$ cat src/ecc_pkg.sv
// Types, constants, microcode and tables of the epoch count to calendar core
package ecc_pkg;

  localparam int TIME_W      = 42;
  localparam int SEC_W       = 32;
  localparam int IN_DATA_W   = 48;
  localparam int OUT_DATA_W  = 48;
  localparam int BASE_W      = 12;
  localparam int REM_W       = 10;
  localparam int DIGIT_W     = REM_W + 2;
  localparam int DAYS_W      = 16;
  localparam int CNT_W       = 5;
  localparam int UPC_W       = 3;

  localparam logic [BASE_W-1:0] BASE_YEAR_RESET = 12'd1970;
  localparam logic [BASE_W-1:0] YEAR_CYCLE      = 12'd400;
  localparam logic [BASE_W-1:0] YEAR_CYCLE_LAST = 12'd399;
  localparam logic [DAYS_W-1:0] DAYS_YEAR       = 16'd365;
  localparam logic [DAYS_W-1:0] DAYS_LEAP       = 16'd366;
  localparam logic [3:0]        MONTHS          = 4'd12;

  typedef logic [UPC_W-1:0] upc_t;

  localparam upc_t UPC_IDLE  = 3'd0;
  localparam upc_t UPC_MS    = 3'd1;
  localparam upc_t UPC_SEC   = 3'd2;
  localparam upc_t UPC_MIN   = 3'd3;
  localparam upc_t UPC_HOUR  = 3'd4;
  localparam upc_t UPC_YEAR  = 3'd5;
  localparam upc_t UPC_MONTH = 3'd6;
  localparam upc_t UPC_EMIT  = 3'd7;

  typedef enum logic [2:0] {
    OP_LOAD,
    OP_DIV,
    OP_YEAR,
    OP_MONTH,
    OP_EMIT
  } op_t;

  typedef enum logic [2:0] {
    COND_ACCEPT,
    COND_COUNT,
    COND_YEAR_END,
    COND_MONTH_END,
    COND_OUT_FREE
  } cond_t;

  typedef enum logic [1:0] {
    DIV_1000,
    DIV_60,
    DIV_24
  } div_sel_t;

  typedef enum logic [1:0] {
    DST_MSEC,
    DST_SEC,
    DST_MIN,
    DST_HOUR
  } dst_t;

  typedef struct packed {
    op_t             op;
    cond_t           cond;
    div_sel_t        div;
    logic            wide;
    dst_t            dst;
    logic [CNT_W-1:0] iters;
    upc_t            next;
    upc_t            jump;
  } uword_t;

  typedef struct packed {
    op_t      op;
    div_sel_t div;
    logic     wide;
    dst_t     dst;
    logic     last;
    logic     accept;
  } dp_ctrl_t;

  typedef struct packed {
    logic year_end;
    logic month_end;
  } dp_stat_t;

  typedef struct packed {
    logic [DIGIT_W-1:0] d3;
    logic [DIGIT_W-1:0] d2;
    logic [DIGIT_W-1:0] d1;
  } div_k_t;

  function automatic uword_t ucode(upc_t pc);
    uword_t w;
    w = '{op: OP_EMIT, cond: COND_OUT_FREE, div: DIV_60, wide: 1'b0, dst: DST_SEC,
          iters: 5'd0, next: UPC_IDLE, jump: UPC_IDLE};
    unique case (pc)
      UPC_IDLE: begin
        w.op = OP_LOAD;  w.cond = COND_ACCEPT;  w.next = UPC_SEC;  w.jump = UPC_MS;
      end
      UPC_MS: begin
        w.op = OP_DIV;  w.cond = COND_COUNT;  w.div = DIV_1000;  w.wide = 1'b1;
        w.dst = DST_MSEC;  w.iters = 5'd21;  w.next = UPC_SEC;
      end
      UPC_SEC: begin
        w.op = OP_DIV;  w.cond = COND_COUNT;  w.div = DIV_60;  w.dst = DST_SEC;
        w.iters = 5'd16;  w.next = UPC_MIN;
      end
      UPC_MIN: begin
        w.op = OP_DIV;  w.cond = COND_COUNT;  w.div = DIV_60;  w.dst = DST_MIN;
        w.iters = 5'd16;  w.next = UPC_HOUR;
      end
      UPC_HOUR: begin
        w.op = OP_DIV;  w.cond = COND_COUNT;  w.div = DIV_24;  w.dst = DST_HOUR;
        w.iters = 5'd16;  w.next = UPC_YEAR;
      end
      UPC_YEAR: begin
        w.op = OP_YEAR;  w.cond = COND_YEAR_END;  w.next = UPC_MONTH;
      end
      UPC_MONTH: begin
        w.op = OP_MONTH;  w.cond = COND_MONTH_END;  w.next = UPC_EMIT;
      end
      UPC_EMIT: begin
        w.op = OP_EMIT;  w.cond = COND_OUT_FREE;  w.next = UPC_IDLE;
      end
      default: begin
        w.op = OP_EMIT;  w.cond = COND_OUT_FREE;  w.next = UPC_IDLE;
      end
    endcase
    return w;
  endfunction

  function automatic div_k_t div_consts(div_sel_t sel);
    div_k_t k;
    unique case (sel)
      DIV_1000: k = '{d3: 12'd3000, d2: 12'd2000, d1: 12'd1000};
      DIV_60:   k = '{d3: 12'd180,  d2: 12'd120,  d1: 12'd60};
      DIV_24:   k = '{d3: 12'd72,   d2: 12'd48,   d1: 12'd24};
      default:  k = '{d3: 12'd180,  d2: 12'd120,  d1: 12'd60};
    endcase
    return k;
  endfunction

  function automatic logic [4:0] month_len(logic leap, logic [3:0] mon);
    logic [4:0] n;
    unique case (mon)
      4'd1:                     n = leap ? 5'd29 : 5'd28;
      4'd3, 4'd5, 4'd8, 4'd10:  n = 5'd30;
      default:                  n = 5'd31;
    endcase
    return n;
  endfunction

endpackage

$ cat src/ecc_datapath.sv
// Datapath of the calendar converter: radix-4 divider, year and month peeling
module ecc_datapath (
  input  logic                         clk,
  input  logic                         rst,
  input  logic                         cfg_we,
  input  logic [ecc_pkg::BASE_W-1:0]   cfg_wdata,
  input  logic [ecc_pkg::TIME_W-1:0]   in_count,
  input  logic                         in_ms,
  input  ecc_pkg::dp_ctrl_t            ctrl,
  output ecc_pkg::dp_stat_t            stat,
  output logic [7:0]                   years_elapsed,
  output logic [3:0]                   month_index,
  output logic [4:0]                   day_of_month,
  output logic [4:0]                   hour_of_day,
  output logic [5:0]                   minute_of_hour,
  output logic [5:0]                   second_of_minute,
  output logic [9:0]                   millisecond_part
);
  import ecc_pkg::*;

  logic [BASE_W-1:0]  base_year;
  logic [TIME_W-1:0]  num;
  logic [REM_W-1:0]   rem;
  logic [9:0]         msec;
  logic [5:0]         sec;
  logic [5:0]         min;
  logic [4:0]         hour;
  logic [DAYS_W-1:0]  days;
  logic [7:0]         year;
  logic [3:0]         mon;
  logic [BASE_W-1:0]  ymod;

  div_k_t             k;
  logic [1:0]         digit;
  logic [DIGIT_W-1:0] trial;
  logic [DIGIT_W-1:0] diff;
  logic [1:0]         q;
  logic [REM_W-1:0]   rem_next;
  logic [TIME_W-1:0]  num_next;
  logic               leap;
  logic               year_go;
  logic               month_go;
  logic [4:0]         mlen;

  always_comb begin
    k     = div_consts(ctrl.div);
    digit = ctrl.wide ? num[TIME_W-1 -: 2] : num[SEC_W-1 -: 2];
    trial = {rem, digit};
    priority if (trial >= k.d3) begin
      q = 2'd3;  diff = trial - k.d3;
    end else if (trial >= k.d2) begin
      q = 2'd2;  diff = trial - k.d2;
    end else if (trial >= k.d1) begin
      q = 2'd1;  diff = trial - k.d1;
    end else begin
      q = 2'd0;  diff = trial;
    end
    rem_next = diff[REM_W-1:0];
    num_next = {num[TIME_W-3:0], q};
    if (!ctrl.wide || ctrl.last) begin
      num_next[TIME_W-1:SEC_W] = '0;
    end
  end

  always_comb begin
    leap = (ymod == '0) ||
           ((ymod[1:0] == 2'b00) && (ymod != 12'd100) && (ymod != 12'd200) &&
            (ymod != 12'd300));
    year_go  = (days >= DAYS_YEAR) && (!leap || (days >= DAYS_LEAP));
    mlen     = month_len(leap, mon);
    month_go = (mon < MONTHS) && (days >= {11'd0, mlen});
    stat.year_end  = !year_go;
    stat.month_end = !month_go;
  end

  always_ff @(posedge clk) begin
    if (rst) begin
      base_year <= BASE_YEAR_RESET;
    end else if (cfg_we) begin
      base_year <= cfg_wdata;
    end
  end

  always_ff @(posedge clk) begin
    unique case (ctrl.op)
      OP_LOAD: begin
        if (ctrl.accept) begin
          num  <= in_ms ? in_count : {{(TIME_W-SEC_W){1'b0}}, in_count[SEC_W-1:0]};
          rem  <= '0;
          msec <= '0;
          year <= '0;
          mon  <= '0;
          ymod <= base_year;
        end
      end
      OP_DIV: begin
        num <= num_next;
        rem <= ctrl.last ? '0 : rem_next;
        if (ymod >= YEAR_CYCLE) begin
          ymod <= ymod - YEAR_CYCLE;
        end
        if (ctrl.last) begin
          unique case (ctrl.dst)
            DST_MSEC: msec <= rem_next;
            DST_SEC:  sec  <= rem_next[5:0];
            DST_MIN:  min  <= rem_next[5:0];
            DST_HOUR: begin
              hour <= rem_next[4:0];
              days <= num_next[DAYS_W-1:0];
            end
            default: ;
          endcase
        end
      end
      OP_YEAR: begin
        if (year_go) begin
          year <= year + 8'd1;
          days <= days - (leap ? DAYS_LEAP : DAYS_YEAR);
          ymod <= (ymod == YEAR_CYCLE_LAST) ? '0 : ymod + 12'd1;
        end
      end
      OP_MONTH: begin
        if (month_go) begin
          days <= days - {11'd0, mlen};
          mon  <= mon + 4'd1;
        end
      end
      default: ;
    endcase
  end

  assign years_elapsed    = year;
  assign month_index      = mon;
  assign day_of_month     = days[4:0] + 5'd1;
  assign hour_of_day      = hour;
  assign minute_of_hour   = min;
  assign second_of_minute = sec;
  assign millisecond_part = msec;

endmodule

$ cat src/epoch_count_to_calendar_core.sv
// Top level of the epoch count to calendar converter: microsequencer and result register
//
// Converts an elapsed count since the epoch into years elapsed, month, day, hour,
// minute, second and millisecond.
// Input stream s_axis: tdata carries the 42-bit count, tuser is 1 for a count in
// milliseconds and 0 for seconds. One item is taken at a time; tready is high
// only while the sequencer waits at its first step.
// Output stream m_axis: one result per item, held in an output register until
// taken. A stalled receiver holds the result and the sequencer waits at its last
// step; the next item is then accepted once the result has moved on.
// Steps from accept to result valid: millisecond split (radix-4 divider,
// millisecond items only), three radix-4 divides for second, minute and hour,
// then whole years, whole months and the emit step; the year loop takes longest.
// The next item can be taken in the cycle after the result is loaded, never while
// one is in work. Configuration: cfg_we writes cfg_wdata into the base year.
// The user must write it only while idle; the block itself does not enforce this.
// Reset: the sequencer returns to wait, the output is emptied and the base year
// becomes 1970.
module epoch_count_to_calendar_core (
  input  logic                            clk,
  input  logic                            rst,
  input  logic                            cfg_we,
  input  logic [ecc_pkg::BASE_W-1:0]      cfg_wdata,     // epoch_base_year
  input  logic                            s_axis_tvalid,
  output logic                            s_axis_tready,
  input  logic [ecc_pkg::IN_DATA_W-1:0]   s_axis_tdata,  // time_count
  input  logic                            s_axis_tuser,  // count_in_milliseconds
  output logic                            m_axis_tvalid,
  input  logic                            m_axis_tready,
  // years elapsed, month_index, day_of_month, hour_of_day, minute_of_hour,
  // second_of_minute, millisecond_part
  output logic [ecc_pkg::OUT_DATA_W-1:0]  m_axis_tdata
);
  import ecc_pkg::*;

  upc_t                  upc;
  upc_t                  upc_next;
  logic [CNT_W-1:0]      cnt;
  logic [CNT_W-1:0]      cnt_next;
  uword_t                uw;
  logic                  accept;
  logic                  last;
  logic                  advance;
  logic                  take_jump;
  logic                  out_free;
  logic                  out_valid;
  logic [OUT_DATA_W-1:0] out_data;
  dp_ctrl_t              ctrl;
  dp_stat_t              stat;

  logic [7:0] years_elapsed;
  logic [3:0] month_index;
  logic [4:0] day_of_month;
  logic [4:0] hour_of_day;
  logic [5:0] minute_of_hour;
  logic [5:0] second_of_minute;
  logic [9:0] millisecond_part;

  assign uw            = ucode(upc);
  assign s_axis_tready = (upc == UPC_IDLE);
  assign accept        = s_axis_tvalid && s_axis_tready;
  assign last          = (cnt == uw.iters - 5'd1);
  assign out_free      = !out_valid || m_axis_tready;

  always_comb begin
    take_jump = 1'b0;
    unique case (uw.cond)
      COND_ACCEPT: begin
        advance   = accept;
        take_jump = s_axis_tuser;
      end
      COND_COUNT:     advance = last;
      COND_YEAR_END:  advance = stat.year_end;
      COND_MONTH_END: advance = stat.month_end;
      COND_OUT_FREE:  advance = out_free;
      default:        advance = 1'b0;
    endcase
    upc_next = advance ? (take_jump ? uw.jump : uw.next) : upc;
    cnt_next = ((uw.cond == COND_COUNT) && !last) ? cnt + 5'd1 : '0;
  end

  always_ff @(posedge clk) begin
    if (rst) begin
      upc <= UPC_IDLE;
      cnt <= '0;
    end else begin
      upc <= upc_next;
      cnt <= cnt_next;
    end
  end

  always_comb begin
    ctrl.op     = uw.op;
    ctrl.div    = uw.div;
    ctrl.wide   = uw.wide;
    ctrl.dst    = uw.dst;
    ctrl.last   = last;
    ctrl.accept = accept;
  end

  ecc_datapath u_datapath (
    .clk              (clk),
    .rst              (rst),
    .cfg_we           (cfg_we),
    .cfg_wdata        (cfg_wdata),
    .in_count         (s_axis_tdata[TIME_W-1:0]),
    .in_ms            (s_axis_tuser),
    .ctrl             (ctrl),
    .stat             (stat),
    .years_elapsed    (years_elapsed),
    .month_index      (month_index),
    .day_of_month     (day_of_month),
    .hour_of_day      (hour_of_day),
    .minute_of_hour   (minute_of_hour),
    .second_of_minute (second_of_minute),
    .millisecond_part (millisecond_part)
  );

  always_ff @(posedge clk) begin
    if (rst) begin
      out_valid <= 1'b0;
    end else if ((uw.op == OP_EMIT) && out_free) begin
      out_valid <= 1'b1;
    end else if (m_axis_tready) begin
      out_valid <= 1'b0;
    end
  end

  always_ff @(posedge clk) begin
    if ((uw.op == OP_EMIT) && out_free) begin
      out_data <= {4'd0, millisecond_part, second_of_minute, minute_of_hour, hour_of_day,
                   day_of_month, month_index, years_elapsed};
    end
  end

  assign m_axis_tvalid = out_valid;
  assign m_axis_tdata  = out_data;

endmodule

$ cat config.mk
export PLATFORM = sky130hd
export DESIGN_NAME = epoch_count_to_calendar_core
export DESIGN_NICKNAME = d
export VERILOG_FILES = /design/src/ecc_pkg.sv /design/src/ecc_datapath.sv /design/src/epoch_count_to_calendar_core.sv
export SDC_FILE = /design/constraint.sdc
export NUM_CORES = 1
export LEC_CHECK = 0
export BUFFER_PORTS_ARGS = -buffer_cell sky130_fd_sc_hd__buf_4
export CAP_MARGIN = 15
export CORE_MARGIN = 2
export CORE_UTILIZATION = 47
export DETAILED_ROUTE_END_ITERATION = 7
export PLACE_DENSITY = 0.69
export SLEW_MARGIN = 5
export SYNTH_ARGS = -nofsm -noshare
export SYNTH_HDL_FRONTEND = slang
export SYNTH_HIERARCHICAL = 1
export SYNTH_SLANG_ARGS = --single-unit
$ cat constraint.sdc
create_clock -name clk -period 5.6 [get_ports clk]
set_input_delay 1.12 -clock clk [delete_from_list [all_inputs] [get_ports clk]]
set_output_delay 1.12 -clock clk [all_outputs]
set_load 0.03 [all_outputs]
==> results of run 1 <==
[path summary, 6_finish.rpt]
kind	endpoint	slack [ps]	depth (start not counted)
max	u_datapath/millisecond_part[9]$_SDFFCE_PN0P_	1150	13
min	m_axis_tdata[17]$_DFFE_PP_	420	0
max reg2reg	u_datapath/millisecond_part[9]$_SDFFCE_PN0P_	1150	13
min reg2reg	m_axis_tdata[17]$_DFFE_PP_	420	0
[metrics by stage]
| stage | setup WS, ps | instance area (sq um) | total power, W | hold slack, ps |
|---|---|---|---|---|
| finish | 1150 | 11500 | 0.00419 | 420 |
| global route | 771 | 11500 | 0.00440 | 428 |
| CTS | 1210 | 11400 | 0.00420 | 423 |
| detailed placement | 1260 | 10800 | 0.00295 | 405 |
| global placement | 1310 | 10800 | 0.00293 | 401 |
| floorplan | 1270 | 9790 | 0.00266 | 400 |
[registers in the layout, summed over array words and instances, names as in the netlist]
name and cells:
u_datapath/millisecond_part 10, u_datapath/month_index 4, u_datapath/ymod 12, u_datapath/num 42
u_datapath/second_of_minute 6, upc 3, u_datapath/minute_of_hour 6, cnt 5
u_datapath/years_elapsed 8, u_datapath/hour_of_day 5, m_axis_tdata 44, u_datapath/rem 10
u_datapath/base_year 12, u_datapath/days 16, m_axis_tvalid 1
[logic make-up after synthesis]
kind of cell             count (synthesis)  synth area share, %
multiplexers                            13                 1.38
AO/OA/AOI/OAI                          166                 11.7
other                                    1               0.0384
XOR/XNOR                                57                 5.11
buffers and inverters                   89                 3.91
adder cells (fa/ha/maj)                 43                 5.74
flip-flops                             184                 54.4
AND/OR/NAND/NOR                        355                 17.7
[layout make-up]
type                       instances  area, sq um  area share (%)
sequential                       184         5320            46.4
multi-input combinational        638         4120            35.9
inverter                          37          139            1.21
clock buffer                      17          425            3.71
tap                              270          338            2.95
timing repair buffer             121          918            8.01
clock inverter                    15          206            1.80
[worst register-to-register path, stage by stage (launching register included)]
cell      delay, ps
dfxtp_1         710
nor3b_2         110
buf_4           190
nor2_1          380
or2_2           300
inv_1            90
ha_1            370
nor4bb_1        410
o211ai_1        230
a21oi_1         230
or2_1           450
nor2_1          290
nor4bb_1        210
nor4_1          290
[layout by cell type (no fill, tap or decap), types with 14 or more instances in the layout]
| cell | netlist | final |
|---|---|---|
| edfxtp_1 | 163 | 163 |
| nand2_1 | 145 | 145 |
| buf_4 | 5 | 119 |
| nor2_1 | 70 | 70 |
| ha_1 | 40 | 40 |
| inv_1 | 36 | 36 |
| a21oi_1 | 32 | 32 |
| xnor2_1 | 29 | 29 |
| xor2_1 | 28 | 28 |
| o21ai_0 | 28 | 28 |
| nand3_1 | 24 | 24 |
| dfxtp_1 | 21 | 21 |
| nor3_1 | 20 | 18 |
| clkbuf_16 | 0 | 17 |
| nand2b_1 | 15 | 15 |
| a211o_1 | 14 | 14 |
[layer usage]
layer / wire (um) / vias up / global-route usage, %
met1: 10400 / 3300 / 28.7
met3: 1090 / 32 / 3.80
met4: 395 / 0 / 6.76
li1: - / 3455 / -
met5: 0 / - / 0
met2: 9370 / 232 / 30.4
[power by group through the flow]
stage | clock [W] | sequential (W) | combinational, W
2_1_floorplan | 0 | 0.00180 | 0.000856
3_3_place_gp | 0 | 0.00186 | 0.00107
3_5_place_dp | 0 | 0.00186 | 0.00109
4_1_cts | 0.00127 | 0.00183 | 0.00110
5_1_grt | 0.00132 | 0.00185 | 0.00123
6_report | 0.00125 | 0.00183 | 0.00111
==> results_dict.tcl, run 1 <==
set metrics [dict create \
    cts_buffers 17 \
    syn_avg_cell_area_sq_um 10.8 \
    grt_start_max_net_pins 51 \
    die_w_um 148 \
    dp_cells 1248 \
    clock_latency_ps 440 \
    arrival_ps 4700 \
    vias 7019 \
    stdcell_count 1282 \
    yosys.cell_types.count 74 \
    cp_slowest_cell "dfxtp_1" \
    rsz0062_at_grt "no" \
    synth_edf_count 163 \
    path_buf_inv 2 \
    antenna_found_initial 0 \
    drt_wl_total_um 21300 \
    viasPerCell 5.48 \
    holdCritStartpoint "u_datapath/hour_of_day[0]$_DFFE_PP_" \
    yosys.area.top_type_share_pct 50.1 \
    hold_buffers 0 \
    p_int_w 0.00278 \
    diodes 0 \
    fin_crit_sh_pct 79.5 \
    maxSlewViolCount 0 \
    fmax_mhz 224 \
    tightest_slew_ps 967 \
    clock-root-buffer "clkbuf_16" \
    fin_worst_skew_ps 12.8 \
    cts_tree "done" \
    dp_hpwl_um 14800 \
    ys_top_cells_by_count "edfxtp_1 (163), nand2_1 (145), nor2_1 (70)" \
    p_per_area_nw_per_um2 366 \
    fillCellCount 1767 \
    final_nets 1108 \
    cts_buffer_depth 2 \
    coreArea_sq_um 20300 \
    synth_area_leaders "edfxtp_1 (50%), nand2_1 (5.6%), ha_1 (5.1%)" \
    cp-startpoint "upc[1]$_SDFFE_PP0P_" \
    hold_path_class "register to register" \
    max_slew_margin_pct 35.5 \
    max_stage_delay_ps 710 \
    grt_pass1_wl_um 34500 \
    worstPathRequired_ps 5850 \
    wl_per_cell_um 16.6 \
    rows 52 \
    initial_core_util_pct 48.1 \
    yosysMostFrequentCell "edfxtp_1" \
    netlist_area_sq_um 9770 \
    numClockSinks 184 \
    tns_ps 0 \
    synthArstFlopShare_pct 0 \
    crit_chain "nor3b_2 > buf_4 > nor2_1 > or2_2 > inv_1 > ha_1 > nor4bb_1 > o211ai_1 > a21oi_1 > or2_1 > nor2_1 > nor4bb_1 > nor4_1" \
    ys_warn_count 6 \
    critical-path-top-delay-family "simple AND/OR/NAND/NOR gates" \
    finalHoldViolations 0 \
    endpoint_kind "register" \
    ys_seq_elements 184 \
    ys_seq_area_share_pct 54.4 \
    cts_resized 0 \
    drive_above_1_share_pct 17.2 \
    crit_type "register to register" \
    start_kind "register" \
    route.detailed.drc 0 \
    synthToLayoutAreaGrowth_pct 17.3 \
    synthCells 908 \
    status "finished, final reports clean" \
    pwr-share-comb_pct 26.6 \
    swShare_pct 33.7 \
    dr.pass1.iters 5 \
    drt-initial-drc-count 670 \
    min_period_ps 4450 \
    synth_ff_type "edfxtp_1" \
    rr_startpoint "upc[1]$_SDFFE_PP0P_" \
    vdd_drop_max_mv 0.222 \
    p_leak_nw 4.51 \
    design.die.area_sq_um 22000 \
    yosys.area.top_type "edfxtp_1" \
    p_sw_w 0.00141 \
    grt-ovfl-total 0 \
    post_cts_buffers 0 \
    grt_pass1_vias 6679 \
    clk_pin_slew_ps 80 \
    utilization_pct 56.4 \
    drv_cap 0 \
    h-tree-depth 4 \
    die_height_um 148 \
    p_seq_share_pct 43.7 \
    track_usage_pct 19.9 \
    clockPowerShare_pct 29.8 \
    detail-route-antenna-nets 0 \
    critPathMaxFanout 17 \
    io_pins 116 \
    setup-violations-final 0 \
    port_buffers 105 \
    place_congestion 0.918 \
]
Note: power is estimated with default switching activity, not from simulation.
==> run 2, diff against run 1 <==
Clock period 5.6 ns to 3.9 ns, I/O delays scaled along.
==> run 2 against run 1 <==
Effect of this change: hold slack worse by 3.0 ps; clock skew is 1.9 ps lower; power is 47% higher; clock-buffer cell count stayed put; sequential share of layout area is 0.52 points lower; cell count is 1.2% higher; via count is 0.81% lower; die area stayed put; sequential cell count stayed put; non-clock buffer count is 16 higher; register-to-register slack worse by 840 ps; critical path type unchanged; largest cell class unchanged.
==> results_dict.tcl, run 2 (synthesized netlist as in run 1, its figures left out) <==
set metrics [dict create \
    status "finished, final reports clean" \
    rr_startpoint "u_datapath/ymod[4]$_DFFE_PP_" \
    final_nets 1124 \
    p_total_w 0.00615 \
    arrival_ps 3730 \
    hold_buffers 0 \
    grt-ovfl-total 0 \
    design.die.area_sq_um 22000 \
    stdcell_count 1298 \
    grt_pass1_vias 6495 \
    diodes 0 \
    dp_hpwl_um 14500 \
    placed_cell_area_sq_um 10900 \
    fin_crit_sh_pct 92.1 \
    dr.max_layer_used "met4" \
    dp_cells 1266 \
    initial_core_util_pct 48.1 \
    rows 52 \
    met3_wirelength_um 1180 \
    max_stage_delay_ps 460 \
    port_buffers 105 \
    max_slew_margin_pct 32.6 \
    worst_path_most_repeated_cell "nor2_1" \
    die_w_um 148 \
    place_congestion 0.915 \
    cp-endpoint "u_datapath/days[5]$_DFFE_PP_" \
    p_per_area_nw_per_um2 530 \
    final_cell_mix "edfxtp_1 (163), nand2_1 (144), buf_4 (137)" \
    layout_commonest_cell "edfxtp_1" \
    post_cts_buffers 0 \
    die_height_um 148 \
    vias 6962 \
    antenna_found_initial 0 \
    min_period_ps 3590 \
    wl_met2_um 8330 \
    coreArea_sq_um 20300 \
    ff2ff_path_depth 16 \
    endpoint_kind "register" \
    tightest_slew_ps 1010 \
    io_pins 116 \
    grt_start_max_net_pins 53 \
    drv_cap 0 \
    viasPerCell 5.36 \
    crit_type "register to register" \
    tns_ps 0 \
    cts_buffer_depth 2 \
    critPathMaxFanout 11 \
    clk_pin_slew_ps 80 \
    drt_wl_total_um 20300 \
    r2r_slack_ps 310 \
    wl_met1_um 10500 \
    fin_area_sq_um 11600 \
    clock_latency_ps 440 \
    start_kind "register" \
    r2r-end "u_datapath/days[5]$_DFFE_PP_" \
    setup-violations-final 0 \
    drt-initial-drc-count 441 \
    hold_path_class "register to register" \
    cts_tree "done" \
    finalHoldViolations 0 \
    grt_pass1_wl_um 33500 \
    dr.pass1.iters 5 \
    worstPathRequired_ps 4040 \
    fin_hold_ws_ps 417 \
    cp-startpoint "u_datapath/ymod[4]$_DFFE_PP_" \
    clock-root-buffer "clkbuf_16" \
    vdd_drop_max_mv 0.333 \
    detail-route-antenna-nets 0 \
    synthToLayoutAreaGrowth_pct 18.6 \
    fmax_mhz 279 \
    maxSlewViolCount 0 \
    cp_slowest_cell "edfxtp_1" \
    h-tree-depth 4 \
    drive_above_1_share_pct 18.6 \
    fin_worst_skew_ps 10.9 \
    rsz0062_at_grt "no" \
    crit_chain "inv_1 > ha_1 > nand4b_1 > nor3b_1 > o21ai_1 > nand2_2 > nor2_1 > nor2_1 > nor2_1 > ha_1 > fa_1 > a21o_1 > a32oi_1 > a21oi_1 > o32ai_2 > buf_4" \
    track_usage_pct 19.3 \
    route.detailed.drc 0 \
    p_leak_nw 4.59 \
    largest_reg_flops 44 \
    numClockSinks 184 \
    cts_buffers 17 \
    wl_per_cell_um 15.6 \
]
run 2: critical path: cells and delay by family (launching register included):
kind	cells	cell delay [ps]
flip-flops	1	460
adder cells (fa/ha/maj)	3	800
buffers and inverters	2	430
AND/OR/NAND/NOR	6	660
AO/OA/AOI/OAI	5	940
run 2: layout make-up:
type,count,area [sq um]
clock buffers,17,425
inverters,37,139
multi-input cells,638,4120
clock inverters,15,223
well taps,270,338
fillers,1773,8710
flip-flops and latches,184,5320
repair buffers,137,1030
run 2: repair_timing:
action / 4_1_cts / 5_1_grt
endpoints found under the setup margin: 0 / 12
endpoints found under the hold margin: 0 / 0
gates resized for setup: 0 / 2
run 2: worst min-delay path by stage:
stage,start,end,slack (ps),cells past startpoint
final,u_datapath/millisecond_part[7]$_SDFFCE_PN0P_,m_axis_tdata[41]$_DFFE_PP_,420,0
after global routing,u_datapath/minute_of_hour[3]$_DFFE_PP_,m_axis_tdata[25]$_DFFE_PP_,420,0
after CTS,u_datapath/minute_of_hour[3]$_DFFE_PP_,m_axis_tdata[25]$_DFFE_PP_,420,0
after detailed placement,u_datapath/hour_of_day[3]$_DFFE_PP_,m_axis_tdata[20]$_DFFE_PP_,400,0
after global placement,u_datapath/millisecond_part[0]$_SDFFCE_PN0P_,m_axis_tdata[34]$_DFFE_PP_,400,0
after floorplan,u_datapath/hour_of_day[0]$_DFFE_PP_,m_axis_tdata[17]$_DFFE_PP_,400,0
run 2: per-stage QoR:
step           utilization (%)  worst slack (ps)
6_report                  57.1               310
5_1_grt                   57.1              28.1
4_1_cts                   57.1               280
3_5_place_dp              53.9               289
3_3_place_gp              53.8               342
2_1_floorplan                -              96.0
run 2: routing by layer:
metal / global-route usage [%] / vias to the layer above
li1: - / 3485
met1: 29.8 / 3234
met2: 27.2 / 222
met3: 4.39 / 21
met4: 5.33 / 0
met5: 0 / -
run 2: where the power goes:
group / internal, W / total, W / switching, W / leakage [nW]
Sequential: 0.00246 / 0.00261 / 0.000153 / 1.72
Clock: 0.00100 / 0.00186 / 0.000858 / 0.310
Combinational: 0.000695 / 0.00168 / 0.000981 / 2.56
Total: 0.00415 / 0.00615 / 0.00199 / 4.59
